[src/design/lfrx_pkg.sv]
// ----------------------------------------------------------------------------
// lfrx_pkg
// Shared types, reset values and the CRC-16 byte fold of the frame receiver.
// ----------------------------------------------------------------------------
package lfrx_pkg;

    localparam int HDR_BYTES = 3;
    localparam int CRC_BYTES = 2;
    localparam int BYTE_BITS = 8;

    localparam logic [15:0] TIMEOUT_RST = 16'd2;
    localparam logic [15:0] POLY_RST    = 16'hA001;
    localparam logic [15:0] START_RST   = 16'hFFFF;

    // register indexes, byte address is 4 * index
    localparam logic [1:0] REG_TIMEOUT = 2'd0;
    localparam logic [1:0] REG_POLY    = 2'd1;
    localparam logic [1:0] REG_START   = 2'd2;

    typedef struct packed {
        logic [15:0] timeout;
        logic [15:0] poly;
        logic [15:0] start;
    } t_cfg;

    // one completed frame handed from the front to the back
    typedef struct packed {
        logic        status;
        logic [7:0]  address;
        logic [7:0]  command;
        logic [7:0]  payload_len;
        logic [15:0] received_crc;
        logic [15:0] crc_fail_count;
        logic [7:0]  n_out;
        logic        bank;
    } t_job;

    typedef struct packed {
        logic clr;
        logic bank;
    } t_back_stat;

    typedef struct packed {
        logic        status;
        logic [7:0]  address;
        logic [7:0]  command;
        logic [7:0]  payload_len;
        logic [7:0]  payload_byte;
        logic        byte_valid;
        logic [7:0]  byte_index;
        logic [15:0] received_crc;
        logic [15:0] crc_fail_count;
        logic        last;
    } t_result;

    // reflected crc-16, one byte, lsb first
    function automatic logic [15:0] crc_fold(input logic [15:0] crc, input logic [7:0] b,
                                             input logic [15:0] poly);
        logic [15:0] c;
        c = crc ^ {8'd0, b};
        for (int k = 0; k < BYTE_BITS; k++) begin
            if (c[0]) begin
                c = (c >> 1) ^ poly;
            end else begin
                c = c >> 1;
            end
        end
        return c;
    endfunction

endpackage

[src/design/lfrx_if.sv]
// ----------------------------------------------------------------------------
// lfrx_if
// Valid/ready channels of the frame receiver: input items and result items.
// ----------------------------------------------------------------------------
interface lfrx_in_if;
    logic       valid;
    logic       ready;
    logic       mode;
    logic [7:0] rx_byte;

    modport source (output valid, output mode, output rx_byte, input ready);
    modport sink (input valid, input mode, input rx_byte, output ready);
endinterface

interface lfrx_out_if;
    logic        valid;
    logic        ready;
    logic        status;
    logic [7:0]  address;
    logic [7:0]  command;
    logic [7:0]  payload_len;
    logic [7:0]  payload_byte;
    logic        byte_valid;
    logic [7:0]  byte_index;
    logic [15:0] received_crc;
    logic [15:0] crc_fail_count;
    logic        last;

    modport source (output valid, output status, output address, output command,
                    output payload_len, output payload_byte, output byte_valid,
                    output byte_index, output received_crc, output crc_fail_count,
                    output last, input ready);
    modport sink (input valid, input status, input address, input command,
                  input payload_len, input payload_byte, input byte_valid,
                  input byte_index, input received_crc, input crc_fail_count,
                  input last, output ready);
endinterface

[src/design/lfrx_front.sv]
// ----------------------------------------------------------------------------
// lfrx_front
// Takes bytes and ticks, tracks framing, CRC and timeout, writes the payload
// store and queues one job per completed frame.
// ----------------------------------------------------------------------------
module lfrx_front
    import lfrx_pkg::*;
#(
    parameter int MAX_FRAME     = 64,
    parameter int PAYLOAD_STORE = 59,
    localparam int AW = $clog2(MAX_FRAME),
    localparam int CW = $clog2(MAX_FRAME + 1)
) (
    input  logic          i_clk,
    input  logic          i_rst_n,
    input  t_cfg          i_cfg,
    lfrx_in_if.sink       i_in,
    output logic          o_wr_en,
    output logic [AW:0]   o_wr_addr,
    output logic [7:0]    o_wr_data,
    output logic          o_push,
    output t_job          o_job,
    input  logic          i_fifo_full,
    input  t_back_stat    i_back
);

    logic [CW-1:0] r_cnt, n_cnt;
    logic [8:0]    r_fl, n_fl;
    logic [15:0]   r_crc, n_crc;
    logic [15:0]   r_fail, n_fail;
    logic [15:0]   r_ticks, n_ticks;
    logic [1:0]    r_busy, n_busy;
    logic          r_bank, n_bank;
    logic [7:0]    r_addr, n_addr;
    logic [7:0]    r_cmd, n_cmd;
    logic [7:0]    r_len, n_len;
    logic [7:0]    r_prev, n_prev;

    logic          w_fire;
    logic [15:0]   w_limit;
    logic [15:0]   w_ticks_inc;
    logic [15:0]   w_crc_base;
    logic [CW-1:0] w_cnt_nx;
    logic [8:0]    w_fl_new;
    logic [15:0]   w_rcrc;
    logic [7:0]    w_n;

    assign i_in.ready = !i_fifo_full && !r_busy[r_bank];
    assign w_fire     = i_in.valid && i_in.ready;

    assign w_limit     = (i_cfg.timeout == 16'd0) ? 16'd1 : i_cfg.timeout;
    assign w_ticks_inc = r_ticks + 16'd1;
    assign w_crc_base  = (r_cnt == CW'(0)) ? i_cfg.start : r_crc;
    assign w_cnt_nx    = r_cnt + CW'(1);
    assign w_fl_new    = 9'(HDR_BYTES + CRC_BYTES) + {1'b0, i_in.rx_byte};
    assign w_rcrc      = {i_in.rx_byte, r_prev};
    assign w_n         = (r_len < 8'(PAYLOAD_STORE)) ? r_len : 8'(PAYLOAD_STORE);

    always_comb begin
        n_cnt   = r_cnt;
        n_fl    = r_fl;
        n_crc   = r_crc;
        n_fail  = r_fail;
        n_ticks = r_ticks;
        n_busy  = r_busy;
        n_bank  = r_bank;
        n_addr  = r_addr;
        n_cmd   = r_cmd;
        n_len   = r_len;
        n_prev  = r_prev;
        o_wr_en   = 1'b0;
        o_wr_addr = {r_bank, r_cnt[AW-1:0]};
        o_wr_data = i_in.rx_byte;
        o_push    = 1'b0;
        o_job     = '0;

        if (i_back.clr) begin
            n_busy[i_back.bank] = 1'b0;
        end

        if (w_fire) begin
            if (i_in.mode) begin
                if (w_ticks_inc >= w_limit) begin
                    n_ticks = 16'd0;
                    n_cnt   = '0;
                    n_fl    = 9'd0;
                    n_crc   = i_cfg.start;
                end else begin
                    n_ticks = w_ticks_inc;
                end
            end else begin
                n_ticks = 16'd0;
                if (r_cnt >= CW'(MAX_FRAME)) begin
                    // store overflow, byte dropped
                    n_cnt = '0;
                    n_fl  = 9'd0;
                    n_crc = i_cfg.start;
                end else begin
                    o_wr_en = 1'b1;
                    n_cnt   = w_cnt_nx;
                    n_prev  = i_in.rx_byte;
                    if (r_cnt == CW'(0)) begin
                        n_addr = i_in.rx_byte;
                    end
                    if (r_cnt == CW'(1)) begin
                        n_cmd = i_in.rx_byte;
                    end
                    if (r_cnt == CW'(2)) begin
                        n_len = i_in.rx_byte;
                    end
                    if ((r_cnt < CW'(HDR_BYTES)) ||
                        (r_fl != 9'd0 && (9'(r_cnt) + 9'(CRC_BYTES)) < r_fl)) begin
                        n_crc = crc_fold(w_crc_base, i_in.rx_byte, i_cfg.poly);
                    end else begin
                        n_crc = w_crc_base;
                    end

                    if (w_cnt_nx == CW'(HDR_BYTES)) begin
                        if (w_fl_new > 9'(MAX_FRAME)) begin
                            // oversized frame, silently dropped
                            n_cnt = '0;
                            n_fl  = 9'd0;
                            n_crc = i_cfg.start;
                        end else begin
                            n_fl = w_fl_new;
                        end
                    end else if (r_fl != 9'd0 && 9'(w_cnt_nx) == r_fl) begin
                        o_push               = 1'b1;
                        o_job.address        = r_addr;
                        o_job.command        = r_cmd;
                        o_job.payload_len    = r_len;
                        o_job.received_crc   = w_rcrc;
                        o_job.bank           = r_bank;
                        if (w_rcrc != r_crc) begin
                            n_fail               = r_fail + 16'd1;
                            o_job.status         = 1'b1;
                            o_job.crc_fail_count = n_fail;
                            o_job.n_out          = 8'd0;
                        end else begin
                            o_job.status         = 1'b0;
                            o_job.crc_fail_count = r_fail;
                            o_job.n_out          = w_n;
                            if (w_n != 8'd0) begin
                                // payload bank stays locked until the back drains it
                                n_busy[r_bank] = 1'b1;
                                n_bank         = !r_bank;
                            end
                        end
                        n_cnt = '0;
                        n_fl  = 9'd0;
                        n_crc = i_cfg.start;
                    end
                end
            end
        end
    end

    always_ff @(posedge i_clk) begin
        if (!i_rst_n) begin
            r_cnt   <= '0;
            r_fl    <= 9'd0;
            r_crc   <= START_RST;
            r_fail  <= 16'd0;
            r_ticks <= 16'd0;
            r_busy  <= 2'b00;
            r_bank  <= 1'b0;
        end else begin
            r_cnt   <= n_cnt;
            r_fl    <= n_fl;
            r_crc   <= n_crc;
            r_fail  <= n_fail;
            r_ticks <= n_ticks;
            r_busy  <= n_busy;
            r_bank  <= n_bank;
        end
    end

    always_ff @(posedge i_clk) begin
        r_addr <= n_addr;
        r_cmd  <= n_cmd;
        r_len  <= n_len;
        r_prev <= n_prev;
    end

    a_lock_free_bank: assert property (@(posedge i_clk) disable iff (!i_rst_n)
        (o_push && o_job.n_out != 8'd0 && !o_job.status) |-> !r_busy[r_bank])
        else $error("payload job locked a bank already in use");

    a_len_range: assert property (@(posedge i_clk) disable iff (!i_rst_n)
        (r_fl != 9'd0) |-> (r_fl >= 9'(HDR_BYTES + CRC_BYTES) && r_fl <= 9'(MAX_FRAME)))
        else $error("frame length out of range");

    a_cnt_in_frame: assert property (@(posedge i_clk) disable iff (!i_rst_n)
        (r_fl != 9'd0) |-> (9'(r_cnt) < r_fl))
        else $error("byte count ran past frame length");

endmodule

[src/design/lfrx_job_fifo.sv]
// ----------------------------------------------------------------------------
// lfrx_job_fifo
// Two-entry queue of completed frame jobs between front and back.
// ----------------------------------------------------------------------------
module lfrx_job_fifo
    import lfrx_pkg::*;
(
    input  logic i_clk,
    input  logic i_rst_n,
    input  logic i_push,
    input  t_job i_job,
    input  logic i_pop,
    output t_job o_job,
    output logic o_empty,
    output logic o_full
);

    t_job       r_mem [2];
    logic       r_wptr;
    logic       r_rptr;
    logic [1:0] r_count;

    assign o_job   = r_mem[r_rptr];
    assign o_empty = (r_count == 2'd0);
    assign o_full  = (r_count == 2'd2);

    always_ff @(posedge i_clk) begin
        if (!i_rst_n) begin
            r_wptr  <= 1'b0;
            r_rptr  <= 1'b0;
            r_count <= 2'd0;
        end else begin
            if (i_push) begin
                r_wptr <= !r_wptr;
            end
            if (i_pop) begin
                r_rptr <= !r_rptr;
            end
            r_count <= r_count + {1'b0, i_push} - {1'b0, i_pop};
        end
    end

    always_ff @(posedge i_clk) begin
        if (i_push) begin
            r_mem[r_wptr] <= i_job;
        end
    end

    a_no_overflow: assert property (@(posedge i_clk) disable iff (!i_rst_n)
        i_push |-> !o_full)
        else $error("job queue overflow");

    a_no_underflow: assert property (@(posedge i_clk) disable iff (!i_rst_n)
        i_pop |-> !o_empty)
        else $error("job queue underflow");

    a_count_range: assert property (@(posedge i_clk) disable iff (!i_rst_n)
        r_count != 2'd3)
        else $error("job queue count out of range");

endmodule

[src/design/lfrx_back.sv]
// ----------------------------------------------------------------------------
// lfrx_back
// Holds the two-bank payload store and turns each job into result
// transactions through a registered output stage.
// ----------------------------------------------------------------------------
module lfrx_back
    import lfrx_pkg::*;
#(
    parameter int MAX_FRAME = 64,
    localparam int AW = $clog2(MAX_FRAME)
) (
    input  logic          i_clk,
    input  logic          i_rst_n,
    input  logic          i_wr_en,
    input  logic [AW:0]   i_wr_addr,
    input  logic [7:0]    i_wr_data,
    input  logic          i_empty,
    input  t_job          i_job,
    output logic          o_pop,
    output t_back_stat    o_stat,
    lfrx_out_if.source    o_out
);

    localparam logic [1:0] ST_IDLE = 2'd0;
    localparam logic [1:0] ST_RD   = 2'd1;
    localparam logic [1:0] ST_LD   = 2'd2;

    logic [7:0]  r_mem [2**(AW+1)];
    logic [7:0]  r_rd_data;
    logic [AW:0] w_rd_addr;

    logic [1:0]  r_state, n_state;
    logic        r_ov, n_ov;
    t_job        r_job, n_job;
    logic [7:0]  r_idx, n_idx;
    t_result     r_res, n_res;
    logic        w_out_fire;
    logic        w_out_free;
    logic        w_last;

    assign w_rd_addr = {r_job.bank, AW'({1'b0, r_idx} + 9'(HDR_BYTES))};

    always_ff @(posedge i_clk) begin
        if (i_wr_en) begin
            r_mem[i_wr_addr] <= i_wr_data;
        end
        r_rd_data <= r_mem[w_rd_addr];
    end

    assign w_out_fire = r_ov && o_out.ready;
    assign w_out_free = !r_ov || o_out.ready;
    assign w_last     = (r_idx == r_job.n_out - 8'd1);

    always_comb begin
        n_state = r_state;
        n_ov    = r_ov && !w_out_fire;
        n_job   = r_job;
        n_idx   = r_idx;
        n_res   = r_res;
        o_pop   = 1'b0;
        o_stat  = '0;

        case (r_state)
            ST_IDLE: begin
                if (!i_empty && w_out_free) begin
                    o_pop = 1'b1;
                    if (i_job.status || i_job.n_out == 8'd0) begin
                        // error frame or empty payload: a single transaction
                        n_ov                 = 1'b1;
                        n_res.status         = i_job.status;
                        n_res.address        = i_job.address;
                        n_res.command        = i_job.command;
                        n_res.payload_len    = i_job.payload_len;
                        n_res.payload_byte   = 8'd0;
                        n_res.byte_valid     = 1'b0;
                        n_res.byte_index     = 8'd0;
                        n_res.received_crc   = i_job.received_crc;
                        n_res.crc_fail_count = i_job.crc_fail_count;
                        n_res.last           = 1'b1;
                    end else begin
                        n_job   = i_job;
                        n_idx   = 8'd0;
                        n_state = ST_RD;
                    end
                end
            end
            ST_RD: begin
                n_state = ST_LD;
            end
            ST_LD: begin
                if (w_out_free) begin
                    n_ov                 = 1'b1;
                    n_res.status         = 1'b0;
                    n_res.address        = r_job.address;
                    n_res.command        = r_job.command;
                    n_res.payload_len    = r_job.payload_len;
                    n_res.payload_byte   = r_rd_data;
                    n_res.byte_valid     = 1'b1;
                    n_res.byte_index     = r_idx;
                    n_res.received_crc   = r_job.received_crc;
                    n_res.crc_fail_count = r_job.crc_fail_count;
                    n_res.last           = w_last;
                    if (w_last) begin
                        o_stat.clr  = 1'b1;
                        o_stat.bank = r_job.bank;
                        n_state     = ST_IDLE;
                    end else begin
                        n_idx   = r_idx + 8'd1;
                        n_state = ST_RD;
                    end
                end
            end
            default: begin
                n_state = ST_IDLE;
            end
        endcase
    end

    always_ff @(posedge i_clk) begin
        if (!i_rst_n) begin
            r_state <= ST_IDLE;
            r_ov    <= 1'b0;
        end else begin
            r_state <= n_state;
            r_ov    <= n_ov;
        end
    end

    always_ff @(posedge i_clk) begin
        r_job <= n_job;
        r_idx <= n_idx;
        r_res <= n_res;
    end

    assign o_out.valid          = r_ov;
    assign o_out.status         = r_res.status;
    assign o_out.address        = r_res.address;
    assign o_out.command        = r_res.command;
    assign o_out.payload_len    = r_res.payload_len;
    assign o_out.payload_byte   = r_res.payload_byte;
    assign o_out.byte_valid     = r_res.byte_valid;
    assign o_out.byte_index     = r_res.byte_index;
    assign o_out.received_crc   = r_res.received_crc;
    assign o_out.crc_fail_count = r_res.crc_fail_count;
    assign o_out.last           = r_res.last;

    a_idx_in_run: assert property (@(posedge i_clk) disable iff (!i_rst_n)
        (r_state != ST_IDLE) |-> (r_idx < r_job.n_out))
        else $error("payload index beyond job length");

    a_pop_idle: assert property (@(posedge i_clk) disable iff (!i_rst_n)
        o_pop |-> (r_state == ST_IDLE))
        else $error("job taken while a run is active");

    a_release_on_last: assert property (@(posedge i_clk) disable iff (!i_rst_n)
        o_stat.clr |=> (r_ov && o_out.last && o_out.byte_valid))
        else $error("bank released without a final payload transaction");

endmodule

[src/design/crc16_length_framed_packet_receiver_top.sv]
// ----------------------------------------------------------------------------
// crc16_length_framed_packet_receiver_top
// Length-framed serial receiver with CRC-16 check and per-byte results.
// ----------------------------------------------------------------------------
// Input channel i_in: one transaction is a received byte (mode 0) or a
// one-millisecond tick (mode 1). Frames are address, command, length L,
// L payload bytes, CRC low, CRC high. The front takes one transaction per
// cycle while the back has a free payload bank and the job queue has room.
// Output channel o_out: a good frame gives one transaction per payload byte
// (up to PAYLOAD_STORE, or one with byte_valid 0 if empty), a CRC mismatch
// gives one transaction with status 1. A single-transaction result passes
// the job queue and the output register; a payload result passes the job
// queue, the store read and the output register, and each further payload
// result takes a new store read before it is loaded. Two payload banks and
// a two-entry job queue let the next frame arrive while the previous one
// drains; when the receiver stalls o_out, the output register holds and
// i_in.ready drops once both banks or the queue are taken. Configuration
// is an APB register port. Reset clears framing, counters and queue; the
// payload store needs no clearing pass.
// ----------------------------------------------------------------------------
module crc16_length_framed_packet_receiver_top
    import lfrx_pkg::*;
#(
    parameter int MAX_FRAME     = 64,
    parameter int PAYLOAD_STORE = 59
) (
    input  logic        i_clk,
    input  logic        i_rst_n,
    input  logic        psel,
    input  logic        penable,
    input  logic        pwrite,
    input  logic [3:0]  paddr,
    input  logic [31:0] pwdata,
    output logic [31:0] prdata,
    output logic        pready,
    lfrx_in_if.sink     i_in,
    lfrx_out_if.source  o_out
);

    localparam int AW = $clog2(MAX_FRAME);

    t_cfg        r_cfg;
    logic        w_cfg_wr;
    logic        w_wr_en;
    logic [AW:0] w_wr_addr;
    logic [7:0]  w_wr_data;
    logic        w_push;
    logic        w_pop;
    t_job        w_job_in;
    t_job        w_job_out;
    logic        w_empty;
    logic        w_full;
    t_back_stat  w_back_stat;

    assign pready   = 1'b1;
    assign w_cfg_wr = psel && penable && pwrite && pready;

    always_ff @(posedge i_clk) begin
        if (!i_rst_n) begin
            r_cfg.timeout <= TIMEOUT_RST;
            r_cfg.poly    <= POLY_RST;
            r_cfg.start   <= START_RST;
        end else if (w_cfg_wr) begin
            case (paddr[3:2])
                REG_TIMEOUT: r_cfg.timeout <= pwdata[15:0];
                REG_POLY:    r_cfg.poly    <= pwdata[15:0];
                REG_START:   r_cfg.start   <= pwdata[15:0];
                default:     ;
            endcase
        end
    end

    always_comb begin
        case (paddr[3:2])
            REG_TIMEOUT: prdata = {16'd0, r_cfg.timeout};
            REG_POLY:    prdata = {16'd0, r_cfg.poly};
            REG_START:   prdata = {16'd0, r_cfg.start};
            default:     prdata = 32'd0;
        endcase
    end

    lfrx_front #(
        .MAX_FRAME     (MAX_FRAME),
        .PAYLOAD_STORE (PAYLOAD_STORE)
    ) u_front (
        .i_clk       (i_clk),
        .i_rst_n     (i_rst_n),
        .i_cfg       (r_cfg),
        .i_in        (i_in),
        .o_wr_en     (w_wr_en),
        .o_wr_addr   (w_wr_addr),
        .o_wr_data   (w_wr_data),
        .o_push      (w_push),
        .o_job       (w_job_in),
        .i_fifo_full (w_full),
        .i_back      (w_back_stat)
    );

    lfrx_job_fifo u_fifo (
        .i_clk   (i_clk),
        .i_rst_n (i_rst_n),
        .i_push  (w_push),
        .i_job   (w_job_in),
        .i_pop   (w_pop),
        .o_job   (w_job_out),
        .o_empty (w_empty),
        .o_full  (w_full)
    );

    lfrx_back #(
        .MAX_FRAME (MAX_FRAME)
    ) u_back (
        .i_clk     (i_clk),
        .i_rst_n   (i_rst_n),
        .i_wr_en   (w_wr_en),
        .i_wr_addr (w_wr_addr),
        .i_wr_data (w_wr_data),
        .i_empty   (w_empty),
        .i_job     (w_job_out),
        .o_pop     (w_pop),
        .o_stat    (w_back_stat),
        .o_out     (o_out)
    );

endmodule

[src/flat_wrapper.sv]
// flat-port wrapper written by rule: the top's interface ports become plain ports
module crc16_length_framed_packet_receiver_top_flat import lfrx_pkg::*;
#(
    parameter int MAX_FRAME     = 64,
    parameter int PAYLOAD_STORE = 59
)
  (i_clk, i_rst_n, psel, penable, pwrite, paddr, pwdata, prdata, pready, i_in_valid, i_in_mode, i_in_rx_byte, i_in_ready, o_out_valid, o_out_status, o_out_address, o_out_command, o_out_payload_len, o_out_payload_byte, o_out_byte_valid, o_out_byte_index, o_out_received_crc, o_out_crc_fail_count, o_out_last, o_out_ready);
  lfrx_in_if i_in_i ();
  lfrx_out_if o_out_i ();
  input  logic i_clk;
  input  logic i_rst_n;
  input  logic psel;
  input  logic penable;
  input  logic pwrite;
  input  logic [3:0] paddr;
  input  logic [31:0] pwdata;
  output logic [31:0] prdata;
  output logic pready;
  input wire logic [$bits(i_in_i.valid)-1:0] i_in_valid;
  input wire logic [$bits(i_in_i.mode)-1:0] i_in_mode;
  input wire logic [$bits(i_in_i.rx_byte)-1:0] i_in_rx_byte;
  output wire logic [$bits(i_in_i.ready)-1:0] i_in_ready;
  output wire logic [$bits(o_out_i.valid)-1:0] o_out_valid;
  output wire logic [$bits(o_out_i.status)-1:0] o_out_status;
  output wire logic [$bits(o_out_i.address)-1:0] o_out_address;
  output wire logic [$bits(o_out_i.command)-1:0] o_out_command;
  output wire logic [$bits(o_out_i.payload_len)-1:0] o_out_payload_len;
  output wire logic [$bits(o_out_i.payload_byte)-1:0] o_out_payload_byte;
  output wire logic [$bits(o_out_i.byte_valid)-1:0] o_out_byte_valid;
  output wire logic [$bits(o_out_i.byte_index)-1:0] o_out_byte_index;
  output wire logic [$bits(o_out_i.received_crc)-1:0] o_out_received_crc;
  output wire logic [$bits(o_out_i.crc_fail_count)-1:0] o_out_crc_fail_count;
  output wire logic [$bits(o_out_i.last)-1:0] o_out_last;
  input wire logic [$bits(o_out_i.ready)-1:0] o_out_ready;
  assign i_in_i.valid = i_in_valid;
  assign i_in_i.mode = i_in_mode;
  assign i_in_i.rx_byte = i_in_rx_byte;
  assign i_in_ready = i_in_i.ready;
  assign o_out_valid = o_out_i.valid;
  assign o_out_status = o_out_i.status;
  assign o_out_address = o_out_i.address;
  assign o_out_command = o_out_i.command;
  assign o_out_payload_len = o_out_i.payload_len;
  assign o_out_payload_byte = o_out_i.payload_byte;
  assign o_out_byte_valid = o_out_i.byte_valid;
  assign o_out_byte_index = o_out_i.byte_index;
  assign o_out_received_crc = o_out_i.received_crc;
  assign o_out_crc_fail_count = o_out_i.crc_fail_count;
  assign o_out_last = o_out_i.last;
  assign o_out_i.ready = o_out_ready;
  crc16_length_framed_packet_receiver_top #(.MAX_FRAME(MAX_FRAME), .PAYLOAD_STORE(PAYLOAD_STORE)) u_core (.i_clk(i_clk), .i_rst_n(i_rst_n), .psel(psel), .penable(penable), .pwrite(pwrite), .paddr(paddr), .pwdata(pwdata), .prdata(prdata), .pready(pready), .i_in(i_in_i), .o_out(o_out_i));
endmodule
[config.mk]
export PLATFORM = sky130hd
export DESIGN_NAME = crc16_length_framed_packet_receiver_top_flat
export DESIGN_NICKNAME = d
export VERILOG_FILES = /design/src/design/lfrx_pkg.sv /design/src/design/lfrx_if.sv /design/src/design/lfrx_front.sv /design/src/design/lfrx_job_fifo.sv /design/src/design/lfrx_back.sv /design/src/design/crc16_length_framed_packet_receiver_top.sv /design/src/flat_wrapper.sv
export SDC_FILE = /design/constraint.sdc
export NUM_CORES = 2
export LEC_CHECK = 0
export BUFFER_PORTS_ARGS = -buffer_cell sky130_fd_sc_hd__buf_2
export CORE_MARGIN = 4
export CORE_UTILIZATION = 45
export CTS_CLUSTER_SIZE = 12
export DETAILED_ROUTE_END_ITERATION = 10
export PLACE_DENSITY = 0.71
export SYNTH_ARGS = -nofsm -noshare
export SYNTH_HDL_FRONTEND = slang
export SYNTH_SLANG_ARGS = --single-unit
[constraint.sdc]
create_clock -name i_clk -period 6.5 [get_ports i_clk]
set_input_delay 0.325 -clock i_clk [delete_from_list [all_inputs] [get_ports i_clk]]
set_output_delay 0.325 -clock i_clk [all_outputs]
set_load 0.005 [all_outputs]
==> summary.md <==
| Metric | Value |
|---|---|
| Status | `completed` |
| GP Congestion | `about 0.86` |
| Max clock buf depth | `3` |
| Synth warn | `0` |
| Share of the synthesized area in the top cell type | `about 65%` |
| Antenna violation net count after detailed routing | `0` |
| Per-cell routed wire length | `approximately 24 um` |
| Core area | `~140,000 sq um` |
| Share of post-route cells with drive strength above 1 | `21.4%` |
| Pre-antenna DRT Iters | `7` |
| Synth area leader | `edfxtp_1` |
| Area after DPL | `between 60,000 and 70,000 sq um` |
| Post-synthesis register bit count | `between 1,000 and 1,500` |
| Synthesized cell area | `roughly 60,000 sq um` |
| Net switching power | `8.28 mW` |
| Worst R2R Setup Slack | `around 0.6 ns` |
| Area Growth Syn to Fin | `12.0%` |
| Logic gate share of total power | `between 30% and 40%` |
| DR vias | `33,900` |
| Largest cells by area after synthesis | `edfxtp_1, mux4_2, dfxtp_1` |
| Placed cell count | `around 5,600` |
| EDFF count, synth | `about 1,300` |
| Vias in the first global route | `between 30,000 and 40,000` |
| Final setup viols | `0` |
| Largest net degree at the start of global routing | `just over 100` |
| Power share of the sequential group | `between 40% and 50%` |
| F_max | `about 170 MHz` |
| Slew Limit Fails | `0` |
| Final hold vios | `0` |
| Relative slew slack | `between 20% and 30%` |
| Power per cell area | `398 nW/um^2` |
| Routed wl met2 | `69,500 um` |
| DIE AREA | `~140,000 sq um` |
| CP Launch Type | `flop` |
| Sw Share | `between 30% and 40%` |
| Top Layer Used | `met4` |
| First-pass GRT wire length | `216,000 um` |
| Setup bufs post-CTS | `0` |
| I/O pin cnt | `approximately 160` |
| Crit path DAT | `6.50 ns` |
| Worst-path maximum fanout | `18` |
| Sink Count | `1,467` |
| Slew @ Worst Pin | `1.18 ns` |
| Initial DRC count | `~3,800` |
| Critical setup path kind | `reg2reg` |
| Max Cap Viol | `0` |
| Die span in y | `379 um` |
| Mean Syn Cell Area | `~16 sq um` |
| Fin crit share | `slightly above 90%` |
| Met1 wire length | `roughly 58,000 um` |
| Commonest register cell after synthesis | `edfxtp_1` |
| Crit path largest cell delay | `between 0.5 and 0.6 ns` |
| Internal | `slightly below 20 mW` |
| CP Cell Sequence | `inv_1 -> ha_1 -> nor4b_4 -> buf_4 -> a21oi_1 -> a211o_1 -> nor2_1 -> xnor2_1 -> mux2i_1 -> o31ai_2 -> a211o_1 -> and4_4 -> or4_4 -> a22oi_1 -> or2_1 -> a21oi_1 -> nor3_1 -> o21ai_1` |
| Num rows | `between 100 and 150` |
| Worst EP required | `just over 7 ns` |
| Number of port buffers | `126` |
| Min cycle time layout | `just under 6 ns` |
| Setup TNS | `0 ns` |
| Fin nets | `between 4,000 and 5,000` |
| Grt ovf | `0` |
| RSZ-0062 raised after global routing | `no` |
| Dpl hpwl | `between 80,000 and 90,000 um` |
| TritonCTS clock tree | `done` |
| Worst Clk Skew | `between 0.02 and 0.03 ns` |
| DRT Wirelength | `~140,000 um` |
| H-tree levels | `4` |
| Fin area | `about 69,000 sq um` |
| Met3 WL | `between 10,000 and 15,000 um` |
| Post-synth cell types | `between 80 and 90` |
| Critical-path top delay cell | `or2_1` |
| Total track usage | `~20%` |
| Finished Layout Cells | `5,845` |
| FFs w/ async S/R, synth | `0%` |
| Root Driver | `clkbuf_16` |
| Synth Instances | `between 3,000 and 4,000` |
| Total CTS buffers | `about 150` |
| Worst VDD drop | `approximately 0.48 mV` |
| Vias per cell | `5.80` |
| Clock latency on the worst-skew pair | `0.77 ns` |
| Leakage | `roughly 23 nW` |
| Sequential cell area fraction in the yosys report | `69.1%` |
| CP Capture Type | `flop` |
| Initial antenna violation count | `3` |
| Min-delay worst type | `in2reg` |
| Total Power | `~28 mW` |
| Initial Utilization | `45.5%` |
| Chip width | `about 380 um` |
| Clock-pin slew on the worst setup and hold paths | `0.06 ns` |
| Clk network pwr share | `approximately 28%` |
| DRC violations left | `0` |
## power groups by stage
stage	Combinational (mW)	Clock [mW]	Sequential, mW
after floorplan	1.12	0	10.8
after global placement	8.67	0	11.2
after detailed placement	8.73	0	11.2
after CTS	8.78	8.01	11.0
after global routing	9.20	8.41	11.1
final	8.69	7.87	11.0
## logic make-up (layout without fill, tap and decap cells)
group                    after synthesis  count (layout)  synth area share (%)
AND/OR/NAND/NOR                     1041            1041                  7.55
XOR/XNOR                             191             191                  2.97
other                                  2              23                0.0121
AO/OA/AOI/OAI                        322             322                  3.41
flip-flops                          1467            1467                  69.1
adder cells (fa/ha/maj)               42              42                 0.850
buffers and inverters                293             537                  1.99
multiplexers                         441             441                  14.1
## layout by cell type, fill, tap and decap left out, types with 41 or more instances in the layout
master | Yosys | final
a21oi_1 | 89 | 89
and2_1 | 72 | 71
buf_2 | 9 | 118
buf_4 | 18 | 107
clkbuf_1 | 170 | 56
clkbuf_16 | 0 | 152
dfxtp_1 | 131 | 130
edfxtp_1 | 1336 | 1336
ha_1 | 42 | 41
inv_1 | 47 | 45
mux2_2 | 74 | 74
mux4_2 | 336 | 336
nand2_1 | 289 | 289
nand3_1 | 84 | 84
nor2_1 | 425 | 423
o21ai_0 | 79 | 79
xnor2_1 | 102 | 101
xor2_1 | 77 | 74
## Yosys cell counts, drive strengths merged, types with 4 or more instances
library cell,instances
a211oi,11
nand2b,7
mux4,336
a21o,15
mux2i,31
a22o,7
or2,5
ha,42
o311ai,4
o211ai,11
inv,48
nor3,31
nand3b,12
o2111ai,5
nand3,85
nor4,14
edfxtp,1336
nor2,425
xnor3,12
xor2,77
a22oi,5
a31oi,9
buf,73
or4,4
and4,4
or3,17
o21ai,97
and3,32
o31ai,4
a21oi,94
dfxtp,131
a32oi,10
nand4,18
and2,72
nand2,290
a211o,6
clkbuf,171
o22ai,12
xnor2,102
mux2,74
nor2b,19
## layout make-up
cell class	instances	area, sq um
fillers	10800	66700
flip-flops and latches	1467	42700
multi-input cells	2058	18000
clock buffers	217	4140
well taps	1781	2230
repair buffers	250	1710
clock inverters	21	231
inverters	49	184
diodes	2	5.00
## stage by stage
stage                     utilization [%]  setup WS [ns]  hold slack (ns)
after global routing                 50.9         0.0572           0.0679
after floorplan                         -          0.585            0.424
after detailed placement             47.6          0.715            0.443
final                                50.9          0.612           0.0851
after CTS                            50.9          0.689           0.0308
after global placement               47.6          0.789            0.446
## sequential cells by signal (all words and copies together) (netlist names), 9 cells and up, named ones only
name / count
u_core.u_back.r_job: 65
u_core.u_front.r_ticks: 16
u_core.u_back.o_out.received_crc: 16
u_core.u_back.r_mem: 1024
u_core.u_back.o_out.crc_fail_count: 16
u_core.r_cfg: 48
u_core.u_front.r_fail: 16
u_core.u_front.r_crc: 16
u_core.u_fifo.r_mem: 132
u_core.u_front.r_fl: 9
## worst paths after layout
path	end	cells past startpoint	start
worst max-delay path	u_core.u_front.r_crc[2]	18	u_core.u_front.r_cnt[0]
worst min-delay path	u_core.u_front.r_ticks[14]	5	i_in_valid
worst max register to register	u_core.u_front.r_crc[2]	18	u_core.u_front.r_cnt[0]
worst min register to register	u_core.u_front.r_fl[6]	2	u_core.u_front.r_fl[6]
## metal layers
layer,vias to the layer above,track usage [%]
met5,-,0
met4,0,6.08
met3,233,3.73
met2,1432,32.0
met1,17400,28.1
li1,14900,-
## critical path, delay by kind of cell (launching register included)
family / cells / cell delay, ns
flip-flops: 1 / 0.41
buffers and inverters: 2 / 0.50
XOR/XNOR: 1 / 0.27
adder cells (fa/ha/maj): 1 / 0.21
AO/OA/AOI/OAI: 7 / 1.71
AND/OR/NAND/NOR: 6 / 2.37
multiplexers: 1 / 0.27
## repair_timing
| action | 4_1_cts | 5_1_grt |
|---|---|---|
| gates resized for setup | 0 | 0 |
| hold buffers | 18 | 0 |
| endpoints found under the setup margin | 0 | 0 |
| endpoints found under the hold margin | 53 | 0 |
Power figures use the tool's default switching activity.
